[src/rtl/core/lpfp_pkg.sv]
// shared constants, result type and helpers for the length-prefixed frame parser
package lpfp_pkg;

    localparam int HDR_WORDS  = 5;
    localparam int HDR_BYTES  = HDR_WORDS * 4;
    localparam int HW_IDX_W   = $clog2(HDR_WORDS);
    localparam int LEN_W      = 24;
    localparam int WORD_W     = 32;
    localparam int APB_DATA_W = 32;
    localparam int APB_ADDR_W = 3;

    localparam logic [LEN_W-1:0] MAX_FRAME_RESET = LEN_W'(1024 * 1024);

    // register word index taken from the byte address
    localparam logic REG_MAX_FRAME = 1'b0;

    localparam logic [1:0] KIND_HEADER = 2'd0;
    localparam logic [1:0] KIND_BODY   = 2'd1;
    localparam logic [1:0] KIND_ERROR  = 2'd2;

    localparam logic ERR_TOO_LONG  = 1'b0;
    localparam logic ERR_HDR_SHORT = 1'b1;

    typedef struct packed {
        logic [1:0]        kind;
        logic              error_code;
        logic [WORD_W-1:0] cmd_id;
        logic [WORD_W-1:0] seq_num;
        logic [LEN_W-1:0]  body_len;
        logic [LEN_W-1:0]  frame_length;
        logic [7:0]        data_byte;
        logic              last;
    } t_result;

    function automatic logic [LEN_W-1:0] sat24(input logic [WORD_W:0] v);
        logic [LEN_W-1:0] r;
        r = (|v[WORD_W:LEN_W]) ? {LEN_W{1'b1}} : v[LEN_W-1:0];
        return r;
    endfunction

endpackage

[src/rtl/core/lpfp_in_if.sv]
// input byte channel
interface lpfp_in_if;
    logic       valid;
    logic       ready;
    logic [7:0] rx_byte;
    logic       restart;

    modport source (output valid, output rx_byte, output restart, input ready);
    modport sink   (input valid, input rx_byte, input restart, output ready);
endinterface

[src/rtl/core/lpfp_out_if.sv]
// result channel
interface lpfp_out_if;
    logic        valid;
    logic        ready;
    logic [1:0]  kind;
    logic        error_code;
    logic [31:0] cmd_id;
    logic [31:0] seq_num;
    logic [23:0] body_len;
    logic [23:0] frame_length;
    logic [7:0]  data_byte;
    logic        last;

    modport source (output valid, output kind, output error_code, output cmd_id,
                    output seq_num, output body_len, output frame_length,
                    output data_byte, output last, input ready);
    modport sink   (input valid, input kind, input error_code, input cmd_id,
                    input seq_num, input body_len, input frame_length,
                    input data_byte, input last, output ready);
endinterface

[src/rtl/core/lpfp_cfg.sv]
// apb register block holding the maximum frame length
module lpfp_cfg import lpfp_pkg::*; (
    input  logic                  i_clk,
    input  logic                  i_rst_n,
    input  logic                  psel,
    input  logic                  penable,
    input  logic                  pwrite,
    input  logic [APB_ADDR_W-1:0] paddr,
    input  logic [APB_DATA_W-1:0] pwdata,
    output logic [APB_DATA_W-1:0] prdata,
    output logic                  pready,
    output logic [LEN_W-1:0]      o_max_frame
);

    logic [LEN_W-1:0] r_max_frame;
    logic             wr_en;

    assign pready = 1'b1;
    assign wr_en  = psel && penable && pwrite && (paddr[2] == REG_MAX_FRAME);

    always_ff @(posedge i_clk) begin
        if (!i_rst_n) begin
            r_max_frame <= MAX_FRAME_RESET;
        end else if (wr_en) begin
            r_max_frame <= pwdata[LEN_W-1:0];
        end
    end

    always_comb begin
        prdata = '0;
        if (paddr[2] == REG_MAX_FRAME) begin
            prdata = {{(APB_DATA_W-LEN_W){1'b0}}, r_max_frame};
        end
    end

    assign o_max_frame = r_max_frame;

endmodule

[src/rtl/core/lpfp_core.sv]
// header capture, length checks and body byte tracking, one beat per cycle while i_beat is high
module lpfp_core import lpfp_pkg::*; (
    input  logic             i_clk,
    input  logic             i_rst_n,
    input  logic             i_beat,
    input  logic [7:0]       i_rx_byte,
    input  logic             i_restart,
    input  logic [LEN_W-1:0] i_max_frame,
    output logic             o_push,
    output t_result          o_res
);

    localparam logic [1:0] PH_HEADER = 2'd0;
    localparam logic [1:0] PH_EXT    = 2'd1;
    localparam logic [1:0] PH_BODY   = 2'd2;
    localparam logic [1:0] PH_ERROR  = 2'd3;

    logic [1:0]        r_phase, n_phase;
    logic [LEN_W-1:0]  r_count, n_count, count_inc;
    logic [LEN_W-1:0]  r_frame;
    logic [WORD_W-1:0] r_hw [HDR_WORDS];

    logic [HW_IDX_W-1:0] wsel;
    logic                hw_we;
    logic                frame_we;
    logic [WORD_W-1:0]   hw4_new;
    logic [WORD_W:0]     frame_sum;
    logic                too_long;
    logic                too_short;
    logic                hdr_done;
    logic                body_last;

    assign count_inc = r_count + LEN_W'(1);
    assign wsel      = r_count[HW_IDX_W+1:2];
    // body length word as it stands once the final header byte lands
    assign hw4_new   = {r_hw[HDR_WORDS-1][WORD_W-9:0], i_rx_byte};
    assign frame_sum = {1'b0, r_hw[0]} + {1'b0, hw4_new};
    assign too_long  = frame_sum > {{(WORD_W+1-LEN_W){1'b0}}, i_max_frame};
    assign too_short = r_hw[0] < WORD_W'(HDR_BYTES);
    assign hdr_done  = r_count == LEN_W'(HDR_BYTES - 1);
    assign body_last = count_inc >= r_frame;

    always_comb begin
        n_phase  = r_phase;
        n_count  = r_count;
        hw_we    = 1'b0;
        frame_we = 1'b0;
        o_push   = 1'b0;
        o_res.kind         = KIND_HEADER;
        o_res.error_code   = ERR_TOO_LONG;
        o_res.cmd_id       = r_hw[2];
        o_res.seq_num      = r_hw[3];
        o_res.body_len     = r_hw[HDR_WORDS-1][LEN_W-1:0];
        o_res.frame_length = r_frame;
        o_res.data_byte    = '0;
        o_res.last         = 1'b0;
        if (i_beat) begin
            if (i_restart) begin
                n_phase = PH_HEADER;
                n_count = '0;
            end else begin
                unique case (r_phase)
                    PH_HEADER: begin
                        hw_we   = 1'b1;
                        n_count = count_inc;
                        if (hdr_done) begin
                            o_push             = 1'b1;
                            o_res.body_len     = sat24({1'b0, hw4_new});
                            o_res.frame_length = sat24(frame_sum);
                            if (too_long) begin
                                o_res.kind       = KIND_ERROR;
                                o_res.error_code = ERR_TOO_LONG;
                                n_phase          = PH_ERROR;
                            end else if (too_short) begin
                                o_res.kind       = KIND_ERROR;
                                o_res.error_code = ERR_HDR_SHORT;
                                n_phase          = PH_ERROR;
                            end else begin
                                o_res.kind = KIND_HEADER;
                                o_res.last = (hw4_new == '0);
                                frame_we   = 1'b1;
                                if (r_hw[0] > WORD_W'(HDR_BYTES)) begin
                                    n_phase = PH_EXT;
                                end else if (hw4_new != '0) begin
                                    n_phase = PH_BODY;
                                end else begin
                                    n_phase = PH_HEADER;
                                    n_count = '0;
                                end
                            end
                        end
                    end
                    PH_EXT: begin
                        n_count = count_inc;
                        // frame passed the check, so header length fits 24 bits
                        if (count_inc >= r_hw[0][LEN_W-1:0]) begin
                            if (r_hw[HDR_WORDS-1] != '0) begin
                                n_phase = PH_BODY;
                            end else begin
                                n_phase = PH_HEADER;
                                n_count = '0;
                            end
                        end
                    end
                    PH_BODY: begin
                        o_push          = 1'b1;
                        o_res.kind      = KIND_BODY;
                        o_res.data_byte = i_rx_byte;
                        o_res.last      = body_last;
                        if (body_last) begin
                            n_phase = PH_HEADER;
                            n_count = '0;
                        end else begin
                            n_count = count_inc;
                        end
                    end
                    default: begin
                        // error phase swallows beats until restart
                    end
                endcase
            end
        end
    end

    always_ff @(posedge i_clk) begin
        if (!i_rst_n) begin
            r_phase <= PH_HEADER;
            r_count <= '0;
        end else begin
            r_phase <= n_phase;
            r_count <= n_count;
        end
    end

    always_ff @(posedge i_clk) begin
        if (hw_we) begin
            r_hw[wsel] <= {r_hw[wsel][WORD_W-9:0], i_rx_byte};
        end
        if (frame_we) begin
            r_frame <= frame_sum[LEN_W-1:0];
        end
    end

    a_hdr_count: assert property (@(posedge i_clk) disable iff (!i_rst_n)
        r_phase == PH_HEADER |-> r_count < LEN_W'(HDR_BYTES))
        else $error("header byte count ran past the header");

    a_err_sticks: assert property (@(posedge i_clk) disable iff (!i_rst_n)
        o_push && o_res.kind == KIND_ERROR |=> r_phase == PH_ERROR)
        else $error("error beat did not enter the error phase");

    a_body_bound: assert property (@(posedge i_clk) disable iff (!i_rst_n)
        r_phase == PH_BODY |-> r_count < r_frame)
        else $error("body count reached frame length without last");

endmodule

[src/rtl/core/lpfp_obuf.sv]
// two-entry output stage: result register plus skid slot
module lpfp_obuf import lpfp_pkg::*; (
    input  logic    i_clk,
    input  logic    i_rst_n,
    input  logic    i_push,
    input  t_result i_res,
    output logic    o_room,
    output logic    o_valid,
    input  logic    i_ready,
    output t_result o_res
);

    logic    r_out_v, r_skid_v;
    t_result r_out, r_skid;
    logic    pop;

    assign pop     = r_out_v && i_ready;
    assign o_room  = !r_skid_v;
    assign o_valid = r_out_v;
    assign o_res   = r_out;

    always_ff @(posedge i_clk) begin
        if (!i_rst_n) begin
            r_out_v  <= 1'b0;
            r_skid_v <= 1'b0;
        end else if (!r_out_v || pop) begin
            if (r_skid_v) begin
                r_out_v  <= 1'b1;
                r_skid_v <= 1'b0;
            end else begin
                r_out_v <= i_push;
            end
        end else if (i_push) begin
            r_skid_v <= 1'b1;
        end
    end

    always_ff @(posedge i_clk) begin
        if (!r_out_v || pop) begin
            if (r_skid_v) begin
                r_out <= r_skid;
            end else if (i_push) begin
                r_out <= i_res;
            end
        end else if (i_push) begin
            r_skid <= i_res;
        end
    end

    a_skid_order: assert property (@(posedge i_clk) disable iff (!i_rst_n)
        r_skid_v |-> r_out_v)
        else $error("skid slot filled while result register empty");

    a_hold: assert property (@(posedge i_clk) disable iff (!i_rst_n)
        r_out_v && !i_ready |=> r_out_v)
        else $error("stalled result dropped");

    a_no_overrun: assert property (@(posedge i_clk) disable iff (!i_rst_n)
        i_push |-> !r_skid_v)
        else $error("result pushed with no room");

endmodule

[src/rtl/core/length_prefixed_frame_parser.sv]
// top level of the length-prefixed frame parser
//
//  port       dir  role      contents
//  i_in       in   sink      rx_byte, restart
//  o_out      out  source    kind, error_code, cmd_id, seq_num, body_len,
//                            frame_length, data_byte, last
//  apb        in   slave     max_frame_length at byte address 0
//
// one beat per cycle while the output stage has room: each byte is handled by
// the state update between the capture registers and the output stage
// the two-entry output stage keeps i_in.ready high while a single result waits;
// ready drops only when both entries are full
// synchronous active-low reset returns to header hunt with an empty output stage
module length_prefixed_frame_parser import lpfp_pkg::*; (
    input  logic                  i_clk,
    input  logic                  i_rst_n,
    lpfp_in_if.sink               i_in,
    lpfp_out_if.source            o_out,
    input  logic                  psel,
    input  logic                  penable,
    input  logic                  pwrite,
    input  logic [APB_ADDR_W-1:0] paddr,
    input  logic [APB_DATA_W-1:0] pwdata,
    output logic [APB_DATA_W-1:0] prdata,
    output logic                  pready
);

    logic             max_room;
    logic             beat;
    logic             push;
    logic [LEN_W-1:0] max_frame;
    t_result          core_res;
    t_result          out_res;

    assign i_in.ready = max_room;
    assign beat       = i_in.valid && max_room;

    lpfp_cfg u_cfg (
        .i_clk       (i_clk),
        .i_rst_n     (i_rst_n),
        .psel        (psel),
        .penable     (penable),
        .pwrite      (pwrite),
        .paddr       (paddr),
        .pwdata      (pwdata),
        .prdata      (prdata),
        .pready      (pready),
        .o_max_frame (max_frame)
    );

    lpfp_core u_core (
        .i_clk       (i_clk),
        .i_rst_n     (i_rst_n),
        .i_beat      (beat),
        .i_rx_byte   (i_in.rx_byte),
        .i_restart   (i_in.restart),
        .i_max_frame (max_frame),
        .o_push      (push),
        .o_res       (core_res)
    );

    lpfp_obuf u_obuf (
        .i_clk   (i_clk),
        .i_rst_n (i_rst_n),
        .i_push  (push),
        .i_res   (core_res),
        .o_room  (max_room),
        .o_valid (o_out.valid),
        .i_ready (o_out.ready),
        .o_res   (out_res)
    );

    assign o_out.kind         = out_res.kind;
    assign o_out.error_code   = out_res.error_code;
    assign o_out.cmd_id       = out_res.cmd_id;
    assign o_out.seq_num      = out_res.seq_num;
    assign o_out.body_len     = out_res.body_len;
    assign o_out.frame_length = out_res.frame_length;
    assign o_out.data_byte    = out_res.data_byte;
    assign o_out.last         = out_res.last;

endmodule
[src/flat_wrapper.sv]
// flat-port wrapper written by rule: the top's interface ports become plain ports
module length_prefixed_frame_parser_flat import lpfp_pkg::*;
  (i_clk, i_rst_n, psel, penable, pwrite, paddr, pwdata, prdata, pready, i_in_valid, i_in_rx_byte, i_in_restart, i_in_ready, o_out_valid, o_out_kind, o_out_error_code, o_out_cmd_id, o_out_seq_num, o_out_body_len, o_out_frame_length, o_out_data_byte, o_out_last, o_out_ready);
  lpfp_in_if i_in_i ();
  lpfp_out_if o_out_i ();
  input  logic i_clk;
  input  logic i_rst_n;
  input  logic psel;
  input  logic penable;
  input  logic pwrite;
  input  logic [APB_ADDR_W-1:0] paddr;
  input  logic [APB_DATA_W-1:0] pwdata;
  output logic [APB_DATA_W-1:0] prdata;
  output logic pready;
  input wire logic [$bits(i_in_i.valid)-1:0] i_in_valid;
  input wire logic [$bits(i_in_i.rx_byte)-1:0] i_in_rx_byte;
  input wire logic [$bits(i_in_i.restart)-1:0] i_in_restart;
  output wire logic [$bits(i_in_i.ready)-1:0] i_in_ready;
  output wire logic [$bits(o_out_i.valid)-1:0] o_out_valid;
  output wire logic [$bits(o_out_i.kind)-1:0] o_out_kind;
  output wire logic [$bits(o_out_i.error_code)-1:0] o_out_error_code;
  output wire logic [$bits(o_out_i.cmd_id)-1:0] o_out_cmd_id;
  output wire logic [$bits(o_out_i.seq_num)-1:0] o_out_seq_num;
  output wire logic [$bits(o_out_i.body_len)-1:0] o_out_body_len;
  output wire logic [$bits(o_out_i.frame_length)-1:0] o_out_frame_length;
  output wire logic [$bits(o_out_i.data_byte)-1:0] o_out_data_byte;
  output wire logic [$bits(o_out_i.last)-1:0] o_out_last;
  input wire logic [$bits(o_out_i.ready)-1:0] o_out_ready;
  assign i_in_i.valid = i_in_valid;
  assign i_in_i.rx_byte = i_in_rx_byte;
  assign i_in_i.restart = i_in_restart;
  assign i_in_ready = i_in_i.ready;
  assign o_out_valid = o_out_i.valid;
  assign o_out_kind = o_out_i.kind;
  assign o_out_error_code = o_out_i.error_code;
  assign o_out_cmd_id = o_out_i.cmd_id;
  assign o_out_seq_num = o_out_i.seq_num;
  assign o_out_body_len = o_out_i.body_len;
  assign o_out_frame_length = o_out_i.frame_length;
  assign o_out_data_byte = o_out_i.data_byte;
  assign o_out_last = o_out_i.last;
  assign o_out_i.ready = o_out_ready;
  length_prefixed_frame_parser u_core (.i_clk(i_clk), .i_rst_n(i_rst_n), .i_in(i_in_i), .o_out(o_out_i), .psel(psel), .penable(penable), .pwrite(pwrite), .paddr(paddr), .pwdata(pwdata), .prdata(prdata), .pready(pready));
endmodule
[config.mk]
export PLATFORM = sky130hd
export DESIGN_NAME = length_prefixed_frame_parser_flat
export DESIGN_NICKNAME = d
export VERILOG_FILES = /design/src/rtl/core/lpfp_pkg.sv /design/src/rtl/core/lpfp_in_if.sv /design/src/rtl/core/lpfp_out_if.sv /design/src/rtl/core/lpfp_cfg.sv /design/src/rtl/core/lpfp_core.sv /design/src/rtl/core/lpfp_obuf.sv /design/src/rtl/core/length_prefixed_frame_parser.sv /design/src/flat_wrapper.sv
export SDC_FILE = /design/constraint.sdc
export NUM_CORES = 1
export LEC_CHECK = 0
export ABC_CLOCK_PERIOD_IN_PS = 8500
export BUFFER_PORTS_ARGS = -buffer_cell sky130_fd_sc_hd__buf_4
export CAP_MARGIN = 20
export CORE_ASPECT_RATIO = 0.75
export CORE_UTILIZATION = 54
export CTS_BUF_LIST = sky130_fd_sc_hd__clkbuf_8 sky130_fd_sc_hd__clkbuf_16
export CTS_CLUSTER_DIAMETER = 50
export DETAILED_ROUTE_END_ITERATION = 12
export PLACE_DENSITY_LB_ADDON = 0.12
export SYNTH_ARGS = -nofsm -noshare
export SYNTH_HDL_FRONTEND = slang
export SYNTH_SLANG_ARGS = --single-unit
[constraint.sdc]
create_clock -name i_clk -period 8.5 [get_ports i_clk]
set_clock_uncertainty 0.2 [all_clocks]
set_input_delay 0.425 -clock i_clk [delete_from_list [all_inputs] [get_ports i_clk]]
set_output_delay 0.425 -clock i_clk [all_outputs]
set_load 0.02 [all_outputs]
**After elaboration in Yosys (flattened, before gate mapping)**

Memories as Yosys holds them, arrays and structs flattened. A register that Yosys moved wholly into a read port is not among the register bits.
Index checks and enable logic that the tools add are counted.

- Add/subtract/negate cells: 2
- Magnitude comparators: 5
- Eq/ne operators: 6
- Mux-type cells: 60
- Bitwise operators: 3
- Reduce and logical (&&, ||, !) cells: 21

Operators with widths:

| operator | number |
|---|---|
| two-way mux 24 bit | 12 |
| two-way mux 124 bit | 2 |
| two-way mux 57 bit | 2 |
| two-way mux 48 bit | 2 |
| one-hot mux 24 bit (3 select lines) | 1 |
| nonzero test 32 bit | 2 |
| greater-or-equal comparator 24 bit | 2 |
| adder 32 x 32 -> 33 bit | 1 |
| greater-than comparator 33 x 24 -> 1 bit | 1 |
| greater-than comparator 32 x 5 -> 1 bit (second input constant) | 1 |
| zero test 32 bit | 1 |
| less-than comparator 32 x 5 -> 1 bit (second input constant) | 1 |
| adder 24 x 1 -> 24 bit (second input constant) | 1 |
| equality test 24 x 5 -> 1 bit (second input constant) | 1 |
| two-way mux 1 bit | 20 |
| two-way mux 2 bit | 10 |
| two-way mux 3 bit | 6 |
| inequality test 3 bit (second input constant) | 3 |
| OR reduction 9 bit | 1 |
| two-way mux 8 bit | 1 |
| OR reduction 8 bit | 1 |
| one-hot mux 2 bit (3 select lines) | 1 |
| AND reduction 2 bit | 3 |
| logical AND 1 bit | 5 |
| 12 further kinds | 16 |

- Register bits after elaboration: 324
- Bits in writable memories: 160
- Input bits: 51
- Output and inout port bits: 159
- Logic and storage cells: 120
- Memories: 1

Memory list:

| memory | depth | width | read ports | clocked after memory_dff | write ports | RTL line | RTL |
|---|---|---|---|---|---|---|---|
| u_core.u_core.r_hw | 5 | 32 | 5 | 1 | 1 | lpfp_core.sv:21 | `logic [WORD_W-1:0] r_hw [HDR_WORDS];` |

**Logic depth before layout (Yosys ltp)**

Gate-level depths: netlist (run 1).
An unclocked memory read counts as a cell.

- Depth in word-level cells: 11
- Mapped depth: 22
- Depth with buffers taken out: 22

**Hierarchy**

From an unflattened synthesis (run 1), not the netlist that was laid out.

- Cell total of the unflattened synthesis: 1821
- Area total of the unflattened synthesis: 25608.3 um^2

By module, submodules not included:

| module | times used | cells an instance | area an instance (um^2) | seq. area each (um^2) |
|---|---|---|---|---|
| lpfp_core | 1 | 1283 | 15240.9 | 8027.7 |
| lpfp_obuf | 1 | 395 | 9131.3 | 7487.2 |
| lpfp_cfg | 1 | 142 | 1229.9 | 480.5 |
| length_prefixed_frame_parser | 1 | 1 | 6.3 | 0.0 |

**Worst setup path after synthesis (run 1)**

No wires, ideal clock.

- Path kind: reg2reg
- From: register u_core.u_core.r_count[0]
- To: register u_core.u_obuf.r_out (netlist bit u_core.u_obuf.o_res[0]) (enable)
- Library setup time: 0.622 ns
- Data arrival time: 7.278 ns
- Required time: 7.678 ns
- Setup slack: 0.400 ns
- Cell stages (with the launch flop): 11
- Buffers on the path: 2
- Clock period less this slack: 8.100 ns
- Cells stage by stage: dfxtp_1 ha_1 inv_1 nor3_1 nand4_1 nor2_1 and3_1 buf_2 clkbuf_1 nor3_1 nor2b_1

- Longest elaborated chain between the ends: 7

Ends and longest elaborated chain:

| what | RTL line | RTL |
|---|---|---|
| start: declaration | lpfp_core.sv:19 | `logic [LEN_W-1:0] r_count, n_count, count_inc;` |
| start signal: assignment | lpfp_core.sv:131 | `r_count <= n_count;` |
| equality test 24 x 5 -> 1 bit | lpfp_core.sv:40 | `assign hdr_done = r_count == LEN_W'(HDR_BYTES - 1);` |
| two-way mux 1 bit | lpfp_core.sv:66 | `if (hdr_done) begin` |
| one-hot mux 1 bit (2 select lines) | lpfp_core.sv:62 | `unique case (r_phase)` |
| two-way mux 1 bit | lpfp_core.sv:58 | `if (i_restart) begin` |
| two-way mux 1 bit | lpfp_core.sv:57 | `if (i_beat) begin` |
| nonzero test 2 bit (no source line) | -- |  |
| AND reduction 2 bit (no source line) | -- |  |
| end signal: assignment | lpfp_obuf.sv:41 | `r_out <= r_skid;` |
| end signal: assignment | lpfp_obuf.sv:43 | `r_out <= i_res;` |
| end: declaration | lpfp_obuf.sv:14 | `t_result r_out, r_skid;` |

No other way between the ends.
A chain may end at the register's enable or synchronous reset.

==> impl_metrics.ini, run 1 <==
[die]
start_util_pct = 54.7
coreArea_sq_mm = 0.0460
chipHeight_um = 189
die-area_sq_mm = 0.0475
io_pins = 210
die_w_um = 251
rows = 68

[clock_tree]
post_cts_buffers = 0
cts_buffers = 53
clock_sinks = 551
cts_resized = 0
clockRootBuffer = clkbuf_16
cts_buffer_depth = 3
insertion_delay_ns = 0.62
htreeDepth = 2
clk_pin_slew_worst_paths_ns = 0.06
tritoncts = built

[global_routing]
grt_pass1_wl_um = 99600
antenna_found_initial = 4
grt_pass1_vias = 15500
grt.total_usage_pct = 28.6
grt_start_max_net_pins = 125
grt_overflow_total = 0

[synth]
synth-edff-count = 496
synth_cells = 1781
synth.avg_cell_area_sq_um = 14.1
ys_ff_latch = 551
ys_seq_area_share_pct = 63.5
ys_types = 75
synth_flop_cell = edfxtp_1
syn-cell-area_sq_mm = 0.0252
async_flop_share_pct = 0
synth_warnings = 0

[sta]
fin_crit_ns = 6.71
setup_viol = 0
clock.fmax_mhz = 149
max_slew_margin_pct = 25.4
tns_ns = 0
slew_violations = 0
min_period_over_period_pct = 79.0
worst_pin_slew_ns = 1.10
rsz0062_at_grt = false
finalHoldViolCount = 0

[placement]
placed_cell_area_sq_mm = 0.0273
dpl.cell_count = 2544
io_buffers = 190
dp_hpwl_um = 47300
gp_congestion = 0.931

[cells_and_area]
fin_cells = 2674
stdcell_area_sq_mm = 0.0293
areaGrowthSynthToFinish_pct = 16.4
nets = 2164
drive_above_1_share_pct = 24.3

[power]
powerDensity_mw_per_mm2 = 187
leakage_uw = 0.0107
vdd_drop_max_uv = 141
total_power_uw = 5500

[critical_path]
r2r_cells = 16
cp.required_ns = 8.61
worst_setup_path_start_kind = input pin
critPathKind = in -> reg
r2r_end = u_core.u_obuf.r_skid[0]
crit_arrival_ns = 6.82
endpoint_kind = flop
r2r-start = u_core.u_core.r_hw[0][3]
crit_fanout = 12
r2r_slack_ns = 1.83

[min_path]
hold_end = u_core.u_obuf.r_skid_v
hold_start = o_out_ready
whs_path_depth = 3
hold_path.class = in -> reg

[drt]
finalWirelength_um = 67500
via_per_inst = 6.02
drtIter0Drc = 1609
vias = 16100
wl_per_cell_um = 25.2
ant_nets = 0
drcViolationCount = 0
drtPass1Iterations = 6

[status]
status = finished clean

[run]
max-cap-violations = 0
-- flip-flops by register name, summed over array words and instances (netlist names), named ones only --
register	flops
u_core.u_obuf.o_valid	1
u_core.u_obuf.r_skid_v	1
u_core.u_core.r_frame	24
u_core.u_obuf.r_skid	124
u_core.u_core.r_count	24
u_core.u_core.r_hw	224
u_core.u_core.r_phase	2
u_core.u_cfg.o_max_frame	24
u_core.u_obuf.o_res	124
-- stage by stage --
stage	hold slack (ns)	util (%)	worst slack [ns]
CTS	0.0361	63.7	2.04
global route	0.0733	63.7	1.61
finish	0.0610	63.7	1.79
floorplan	0.222	-	0.400
global placement	0.231	59.3	2.12
detailed placement	0.237	59.3	1.96
-- cell type report --
class | count | area, sq um
well taps | 630 | 788
repair buffers | 240 | 1910
multi-input cells | 1067 | 8580
clock inverters | 40 | 348
flip-flops and latches | 551 | 16000
diodes | 2 | 5.00
clock buffers | 54 | 1350
fillers | 3430 | 16700
inverters | 90 | 338
-- cell usage in the layout, fill, tap and decap left out, types with 9 or more instances in the layout --
master           n
a21oi_1         75
nand4_1         26
a22oi_1         13
nor2b_1         23
a21boi_0        28
and3_1          16
o21a_1           9
and2_1          10
nor3_1          23
mux4_2          48
ha_1           109
nand2b_1        14
nand2_1        108
nand3_1         20
a2bb2oi_1       23
a31oi_1         12
clkinv_1        12
clkbuf_16       54
xor2_1          18
o21ai_0         38
dlygate4sd3_1   32
o211ai_1        14
inv_1           98
nor2_1         105
xnor2_1         24
nor4_1          23
dfxtp_1         51
conb_1           9
mux2_2         135
or3_1            9
edfxtp_1       496
a21o_1          43
buf_4          205
-- metal layers --
| layer | vias up | track usage, % | share of wire (%) |
|---|---|---|---|
| li1 | 7239 | - | - |
| met1 | 8010 | 46.0 | 47 |
| met2 | 747 | 38.5 | 41 |
| met3 | 94 | 6.85 | 10 |
| met4 | 0 | 6.97 | 2.0 |
| met5 | - | 0 | 0 |
-- timing repair --
item / in CTS / in global routing
setup endpoints to repair: 0 / 0
hold endpoints to repair: 88 / 0
hold buffers: 32 / 0
-- cells by family after synthesis --
group                      count (synthesis)  synth area share, %
AOI/OAI and AO/OA                        304                 8.18
xor gates and xnor gates                  42                 1.46
adders and majority gates                110                 5.49
buffers and inverters                    170                 2.74
DFF                                      551                 63.5
muxes                                    184                 10.4
other                                      2               0.0298
and+or+nand+nor                          418                 8.19
-- synthesized netlist by cell type (all sizes together) (4+ instances only) --
master / count / area share, %
edfxtp: 496 / 59
mux2: 136 / 6.1
nor2: 113 / 1.7
ha: 109 / 5.4
nand2: 108 / 1.6
inv: 89 / 1.3
a21oi: 76 / 1.5
clkbuf: 56 / 0.83
dfxtp: 55 / 4.4
mux4: 48 / 4.3
a21o: 43 / 1.3
o21ai: 39 / 0.78
a21boi: 28 / 0.83
nand4: 27 / 0.70
nor3: 25 / 0.50
buf: 24 / 0.57
nor2b: 24 / 0.60
xnor2: 24 / 0.83
a2bb2oi: 23 / 0.80
nor4: 23 / 0.57
nand3: 21 / 0.47
xor2: 18 / 0.63
and3: 17 / 0.42
nand2b: 14 / 0.35
o211ai: 14 / 0.42
a22oi: 13 / 0.39
a31oi: 12 / 0.30
and2: 11 / 0.27
o21a: 9 / 0.27
or3: 9 / 0.22
o31ai: 6 / 0.18
or2: 6 / 0.15
or4: 6 / 0.18
a211oi: 5 / 0.17
nand3b: 5 / 0.15
o21bai: 4 / 0.12
-- worst max path at each step --
stage	from	to	cells past startpoint
after floorplan	u_core.u_core.r_count[0]	u_core.u_obuf.o_res[0]	10
after global placement	i_in_rx_byte[3]	flop	18
after detailed placement	i_in_rx_byte[3]	u_core.u_obuf.r_skid[0]	17
after CTS	i_in_rx_byte[3]	u_core.u_obuf.r_skid[0]	18
after global routing	i_in_rx_byte[3]	u_core.u_obuf.r_skid[0]	18
final	i_in_rx_byte[3]	u_core.u_obuf.r_skid[0]	18
-- power by group --
part / leakage (uW) / switching [uW] / internal (uW)
sequential: 0.00492 / 13.6 / 2940
clock: 0.000857 / 1020 / 1280
combinational: 0.00491 / 152 / 95.1
total: 0.0107 / 1180 / 4310
-- critical path, stage by stage --
cell           delay, ns
dlygate4sd3_1       0.54
buf_4               0.19
ha_1                0.37
and2_1              0.20
a221oi_1            0.34
nand2_1             0.18
a41oi_1             0.93
o21ai_0             0.33
a21boi_0            0.29
xnor2_1             0.17
ha_1                0.34
nand4_1             0.17
or4_1               0.55
or3_1               0.40
o311ai_0            0.23
o31a_1              0.22
nand4_1             0.21
o31ai_1             0.72
Power figures use the tool's default switching activity.
==> run 2: changes to the inputs <==
Settings changed: ABC_CLOCK_PERIOD_IN_PS 8500 to 6200, CORE_UTILIZATION 54 to 60.
Clock period 8.5 ns to 6.2 ns, I/O delays scaled along.
==> impl_metrics.ini, run 2 (synthesized netlist as in run 1, its figures left out) <==
[critical_path]
crit_slowest_cell = a21boi_0
endpoint_kind = flop
path_cells = ha_1, nand2_1, nor2_1, a21boi_0, nor2_1, o211ai_1, a21oi_1, xnor2_1, ha_1, nand4_1, or4_1, o211ai_1, o311ai_1, o31a_1, and3_1, nand4_1, nand2_1, o32ai_1
max_stage_delay_ns = 0.58
crit_arrival_ns = 6.11
critPathKind = reg -> reg
cp.required_ns = 6.45
crit_fanout = 6
worst_setup_path_start_kind = flop

[global_routing]
grt_pass1_vias = 15600
antenna_found_initial = 2
grt_overflow_total = 0
grt_start_max_net_pins = 99
grt_pass1_wl_um = 99400
grt.total_usage_pct = 31.7

[placement]
io_buffers = 190
dpl.cell_count = 2497
dp_hpwl_um = 47600
gp_congestion = 0.963

[sta]
min_period_over_period_pct = 94.6
tns_ns = 0
finalHoldViolCount = 1
whs_ns = -0.0172
rsz0062_at_grt = false
setup_viol = 0
worst_pin_slew_ns = 1.08
clock.fmax_mhz = 171
fin_crit_ns = 5.86
slew_violations = 0
max_slew_margin_pct = 27.5

[clock_tree]
clk_pin_slew_worst_paths_ns = 0.07
clock_sinks = 551
tritoncts = built
clockRootBuffer = clkbuf_16
htreeDepth = 2
insertion_delay_ns = 0.60
cts_buffer_depth = 3
cts_buffers = 50

[drt]
vias = 16500
via_per_inst = 6.26
drtIter0Drc = 1894
ant_nets = 0
wl_per_cell_um = 25.7
finalWirelength_um = 67600
drtPass1Iterations = 5
drcViolationCount = 0

[cells_and_area]
drive_above_1_share_pct = 25.0
final_common_cell = edfxtp_1
n_fill_cell = 2714
fin_cells = 2628
nets = 2185
final_cell_mix = edfxtp_1 (496), buf_4 (225), mux2_2 (135)
largest-register = u_core.u_core.r_hw
areaGrowthSynthToFinish_pct = 16.4
largest_reg_flops = 224

[die]
io_pins = 210
die_w_um = 239
die-area_sq_mm = 0.0428
chipHeight_um = 179
start_util_pct = 61.3
rows = 64
coreArea_sq_mm = 0.0411

[min_path]
hold_path.class = in -> reg

[run]
max-cap-violations = 0

[power]
leakage_uw = 0.0108
vdd_drop_max_uv = 263
powerDensity_mw_per_mm2 = 251

[status]
violations = negative hold slack
status = finished with violations
==> run 2: timing repair <==
item / in CTS / in global routing
hold endpoints to repair: 93 / 0
endpoints found under the setup margin: 0 / 7
setup buffers: 0 / 0
hold buffers: 35 / 0
resized for setup: 0 / 1
==> run 2: final cells by class <==
class,count,area [sq um],share of cell area (%)
Multi-Input combinational cell,1067,8580,29.3
Tap cell,561,702,2.39
Inverter,90,338,1.15
Sequential cell,551,16000,54.6
Clock inverter,43,308,1.05
Antenna cell,1,2.50,0.00854
Clock buffer,51,1260,4.31
Timing Repair Buffer,264,2110,7.21
==> run 2: stage by stage <==
stage	total power, uW	setup slack [ns]	area, sq um	util [%]	hold WS, ns
2_1_floorplan	4310	0.494	25200	-	0.209
3_3_place_gp	4430	0.401	27400	66.6	0.230
3_5_place_dp	4440	0.290	27400	66.6	0.236
4_1_cts	7370	0.312	29300	71.3	0.0449
5_1_grt	7540	0.0919	29300	71.4	0.0339
6_report	7350	0.337	29300	71.4	-0.0172
==> run 2: final timing paths <==
path / from / to / slack [ns] / cells after the start
setup / recovery: u_core.u_core.r_hw[4][0] / flop / 0.34 / 18
hold / removal: penable / u_core.u_cfg.o_max_frame[0] / -0.02 / 4
setup reg to reg: u_core.u_core.r_hw[4][0] / flop / 0.34 / 18
hold reg to reg: u_core.u_core.r_hw[3][24] / u_core.u_obuf.r_skid[81] / 0.24 / 0
==> run 2: routing by layer <==
layer,vias to the layer above,global-route usage [%],share of wire [%]
met1,8221,49.4,44
li1,7294,-,-
met5,-,0,0
met4,0,6.18,1.8
met2,856,43.0,42
met3,91,11.0,12
==> run 2: worst max-delay path: cells and delay by family (launching register included) <==
kind | cells | cell delay, ns
adder cells (fa/ha/maj) | 2 | 0.68
AO/OA/AOI/OAI | 7 | 1.98
AND/OR/NAND/NOR | 8 | 1.87
XOR/XNOR | 1 | 0.43
flip-flops | 1 | 0.54
==> run 2: where the power goes <==
group | total (uW) | internal (uW) | switching (uW)
Clock | 2960 | 1580 | 1380
Combinational | 350 | 136 | 214
Sequential | 4040 | 4020 | 15.3
Total | 7350 | 5740 | 1610
